<file path="config.mk">
export PLATFORM = sky130hd
export DESIGN_NAME = cdfh_table
export DESIGN_NICKNAME = d
export VERILOG_FILES = /design/src/rtl/cdfh_pkg.sv /design/src/rtl/cdfh_table.sv
export SDC_FILE = /design/constraint.sdc
export NUM_CORES = 2
export LEC_CHECK = 0
export BUFFER_PORTS_ARGS = -buffer_cell sky130_fd_sc_hd__clkbuf_2
export CAP_MARGIN = 10
export CORE_AREA = 3 3 631 633
export CTS_BUF_LIST = sky130_fd_sc_hd__clkbuf_4 sky130_fd_sc_hd__clkbuf_8 sky130_fd_sc_hd__clkbuf_16
export DETAILED_ROUTE_END_ITERATION = 8
export DIE_AREA = 0 0 634 636
export PLACE_DENSITY = 0.61
export REMOVE_ABC_BUFFERS = 1
export SLEW_MARGIN = 30
export SYNTH_ARGS = -nofsm -noshare
export SYNTH_HDL_FRONTEND = slang
export SYNTH_SLANG_ARGS = --single-unit
</file>
<file path="constraint.sdc">
create_clock -name i_clk -period 16.4 [get_ports i_clk]
set_input_delay 3.28 -clock i_clk [delete_from_list [all_inputs] [get_ports i_clk]]
set_output_delay 3.28 -clock i_clk [all_outputs]
set_load 0.01 [all_outputs]
</file>
<file path="src/rtl/cdfh_pkg.sv">
`default_nettype none
package cdfh_pkg;

    localparam int TABLE_ENTRIES = 64;
    localparam int IGNORE_SLOTS  = 4;

    localparam int ADDR_W = (TABLE_ENTRIES > 1) ? $clog2(TABLE_ENTRIES) : 1;
    localparam int USED_W = $clog2(TABLE_ENTRIES + 1);
    localparam int IGN_W  = (IGNORE_SLOTS > 1) ? $clog2(IGNORE_SLOTS) : 1;

    localparam int DEPTH_W  = 8;
    localparam int FID_W    = 16;
    localparam int COUNT_W  = 32;
    localparam int CFG_IDX_W  = 3;
    localparam int CFG_DATA_W = 16;
    localparam int IGN_USED_W = 3;

    localparam logic [DEPTH_W-1:0] MAX_DEPTH = 8'd255;

    // action codes
    localparam logic [1:0] ACT_TRACE = 2'd0;
    localparam logic [1:0] ACT_DUMP  = 2'd1;
    localparam logic [1:0] ACT_CLEAR = 2'd2;

    // trace event kinds
    localparam logic [1:0] CODE_ENTER = 2'd0;
    localparam logic [1:0] CODE_EXIT  = 2'd1;

    // register index of the slot count; slots sit below it
    localparam logic [CFG_IDX_W-1:0] CFG_IGNORE_USED = CFG_IDX_W'(IGNORE_SLOTS);

    typedef struct packed {
        logic [1:0]       action;
        logic [1:0]       ev_kind;
        logic [FID_W-1:0] func_id;
    } t_in;

    typedef struct packed {
        logic [DEPTH_W-1:0] entry_depth;
        logic [FID_W-1:0]   entry_function;
        logic [COUNT_W-1:0] entry_count;
        logic               entry_valid;
        logic               last_entry;
        logic               table_overflow;
    } t_out;

    typedef struct packed {
        logic [DEPTH_W-1:0] depth;
        logic [FID_W-1:0]   fn_id;
        logic [COUNT_W-1:0] count;
    } t_entry;

    typedef struct packed {
        logic              we;
        logic [ADDR_W-1:0] waddr;
        t_entry            wdata;
        logic              re;
        logic [ADDR_W-1:0] raddr;
    } t_mem_req;

endpackage
`default_nettype wire

</file>
<file path="src/rtl/cdfh_table.sv">
`default_nettype none
module cdfh_table (
    input  logic               i_clk,
    input  cdfh_pkg::t_mem_req i_req,
    output cdfh_pkg::t_entry   o_rdata
);
    import cdfh_pkg::*;

    t_entry r_mem [TABLE_ENTRIES];
    t_entry r_rdata;

    always_ff @(posedge i_clk) begin
        if (i_req.we) begin
            r_mem[i_req.waddr] <= i_req.wdata;
        end
    end

    // read data holds until the next read
    always_ff @(posedge i_clk) begin
        if (i_req.re) begin
            r_rdata <= r_mem[i_req.raddr];
        end
    end

    assign o_rdata = r_rdata;

endmodule
`default_nettype wire

</file>
==> flow_metrics.py <==
metrics = {
    "place": {
        "dpl.hpwl_um": 199000,
        "place_congestion": 0.768,
        "placed_cell_area_um2": 145000,
        "io_buffers": 126,
        "dp_cells": 11100,
    },
    "routing": {
        "num_vias": 67200,
        "drc": 0,
        "initialDrtViolationCount": 8762,
        "routed_wl_um": 381000,
        "first_pass_iters": 5,
        "viasPerCell": 5.69,
        "avgRoutedWirePerCell_um": 32.2,
        "drtAntennaViolNets": 0,
    },
    "pwr": {
        "p_clk_share_pct": 42.8,
        "p_per_area_nw_per_um2": 124,
        "p_comb_share_pct": 4.4,
        "ir_drop_mv": 0.0856,
        "p_seq_share_pct": 52.9,
        "leakage_nw": 48.7,
        "internal_power_mw": 15.5,
        "switchingPower_mw": 4.11,
        "swShare_pct": 21.0,
    },
    "setup_path": {
        "worstSetupEndpointType": "flip-flop",
        "cp_num_buf_inv": 6,
        "path_cells": "buf_8 -> buf_12 -> buf_12 -> buf_4 -> buf_4 -> buf_12 -> mux4_2 -> o221ai_1 -> o22ai_1 -> o21a_1",
        "critPathKind": "primary input to flip-flop",
        "crit_family": "buffers and inverters",
        "cp_common_cell": "buf_12",
        "cp_slowest_cell": "buf_4",
        "cp_max_fo": 90,
        "critPathLaunchType": "primary input",
        "required_ps": 17060,
        "cpPeakStageDelay_ps": 760,
        "cp.arrival_ps": 7720,
    },
    "synth": {
        "yosys_warnings": 0,
        "synth-main-ff-cell": "edfxtp_1",
        "synth_edf_count": 3640,
        "synth.area.top_cells": "edfxtp_1 (79%), mux4_2 (13%), mux2i_1 (1.6%)",
        "netlist_instances": 5949,
        "ys_seq_area_share_pct": 79.5,
        "async_flop_share_pct": 0,
        "synth_top_cell_area_share_pct": 79.5,
        "yosysTopAreaCell": "edfxtp_1",
        "netlist_area_um2": 138000,
        "ys_ff_latch": 3640,
        "synth.distinct_cells": 46,
        "avgSynthCellArea_um2": 23.1,
    },
    "clock_network": {
        "cts.sinks": 3640,
        "cts_root_buffer": "clkbuf_16",
        "cts_tree": "done",
        "cts_setup_buffers": 0,
        "cts.clk_slew.worst_paths_ps": 60,
        "htreeDepth": 5,
        "cts_made_buffers": 367,
        "cts_resized": 0,
        "ctsHoldBuffers": 0,
        "clock_path_buffers": 4,
        "clock_latency_ps": 960,
    },
    "timing": {
        "post-route-period-util_pct": 43.0,
        "setup-tns-final_ps": 0,
        "fmax_mhz": 142,
        "period_minus_slack_ps": 7050,
        "maxSlewHeadroom_pct": 29.8,
        "hold_violations": 0,
        "setup_viol": 0,
        "rsz0062_at_grt": "no",
        "worstMarginPinSlew_ps": 1050,
        "skew_ps": 68.9,
        "drv_slew": 0,
    },
    "global_route": {
        "globalRouteTotalUtil_pct": 18.5,
        "antenna_found_initial": 20,
        "grt_max_degree": 105,
        "grt_pass1_vias": 67600,
        "grt_pass1_wl_um": 532000,
        "overflow": 0,
    },
    "finish": {
        "area_growth_pct": 14.8,
        "layout-drive-gt1-share_pct": 27.8,
        "fill_cells": 34100,
        "finalNetCount": 6373,
        "stdcell_count": 11800,
        "finalInstanceArea_um2": 158000,
    },
    "floorplan": {
        "ioPinCount": 127,
        "start_util_pct": 35.0,
        "die_area_um2": 403000,
        "core_um2": 393000,
        "die_h_um": 636,
        "die_w_um": 634,
        "fp-row-count": 230,
    },
    "min_path": {
        "hp-class": "flip-flop to flip-flop",
    },
    "run": {
        "drv_cap": 0,
    },
    "run_status": {
        "status": "finished clean",
    },
}
cell type report:
cell class / count / area (um^2) / share of cell area, %
repair buffers: 326 / 3060 / 1.94
multi-input cells: 1966 / 26900 / 17.0
clock buffers: 439 / 9810 / 6.21
diodes: 9 / 22.5 / 0.0143
flip-flops and latches: 3640 / 109000 / 69.2
well taps: 5220 / 6530 / 4.14
inverters: 1 / 8.76 / 0.00555
clock inverters: 222 / 2280 / 1.45
worst min-delay path: stages, from the launching register on:
cell and delay (ps):
edfxtp_1 320, mux2i_1 60, nand2_1 60, a311oi_1 70
and4b_1 250
metrics by stage:
step	worst slack, ps	total power [mW]	utilization, %	hold WS (ps)
after detailed placement	8240	11.4	37.1	862
after global routing	9160	20.1	40.2	934
after floorplan	8420	10.9	-	804
after CTS	9230	19.7	40.1	877
final	9350	19.6	40.2	873
after global placement	8260	11.4	36.9	856
metal layers:
metal / track usage (%) / wire length, um
met5: 0 / 95
met4: 5.25 / 10400
met3: 3.38 / 33100
met2: 30.5 / 188000
met1: 25.2 / 149000
power groups by stage:
stage	Combinational (mW)	Sequential, mW	Clock [mW]
finish	0.855	10.4	8.37
global placement	0.836	10.6	0
detailed placement	0.858	10.6	0
floorplan	0.365	10.5	0
global route	0.911	10.4	8.87
CTS	0.860	10.4	8.50
synthesized netlist by cell type (37+ instances only):
library cell and count:
nor2_1 89, a211oi_1 37, a22oi_1 73, o21ai_0 40, o22ai_1 252, edfxtp_1 3640, nand2_1 75, buf_2 104
mux2i_1 217, buf_4 68, mux4_2 803, o221ai_1 57, clkbuf_1 122
flip-flops by register name, summed over array words and instances, names as in the netlist:
signal   count
r_mem     3584
o_rdata     56
layout by cell type, fill, tap and decap left out, types with 8 or more instances in the layout:
cell type and instances:
a21oi_1 15, nand3_1 28, nor4_1 35, nand2_1 69
clkinv_1 83, o21ai_0 40, nand4_1 22, a22oi_1 73
clkbuf_4 80, nor2_4 64, and2_1 16, clkinv_16 9
a211o_1 10, clkinv_2 70, o211a_1 8, mux4_2 803
bufinv_16 35, nor2_1 24, edfxtp_1 3640, o21ai_1 19
a211oi_1 37, buf_6 10, diode_2 9, clkbuf_16 372
and3_1 10, buf_4 193, a41o_1 9, nor2b_1 9
mux2i_1 217, mux2_2 31, buf_16 24, clkinvlp_4 8
o221ai_1 57, clkbuf_2 64, buf_12 18, o22ai_1 252
o21a_1 33, a311oi_1 21
kinds of logic after synthesis:
| group | Yosys count | share of synthesized area [%] |
|---|---|---|
| DFF | 3640 | 79.5 |
| and+or+nand+nor | 324 | 1.16 |
| muxes | 1051 | 15.0 |
| buffers and inverters | 343 | 1.41 |
| AOI/OAI and AO/OA | 591 | 2.98 |
path summary, 6_finish.rpt:
check	slack [ps]	depth (start not counted)	start	endpoint
max	9350	10	i_req[1]	o_rdata[54]
min	870	4	r_mem[58][48]	o_rdata[48]
max reg2reg	14240	4	r_mem[63][53]	o_rdata[53]
min reg2reg	870	4	r_mem[58][48]	o_rdata[48]
(Power assumes the default switching activity.)
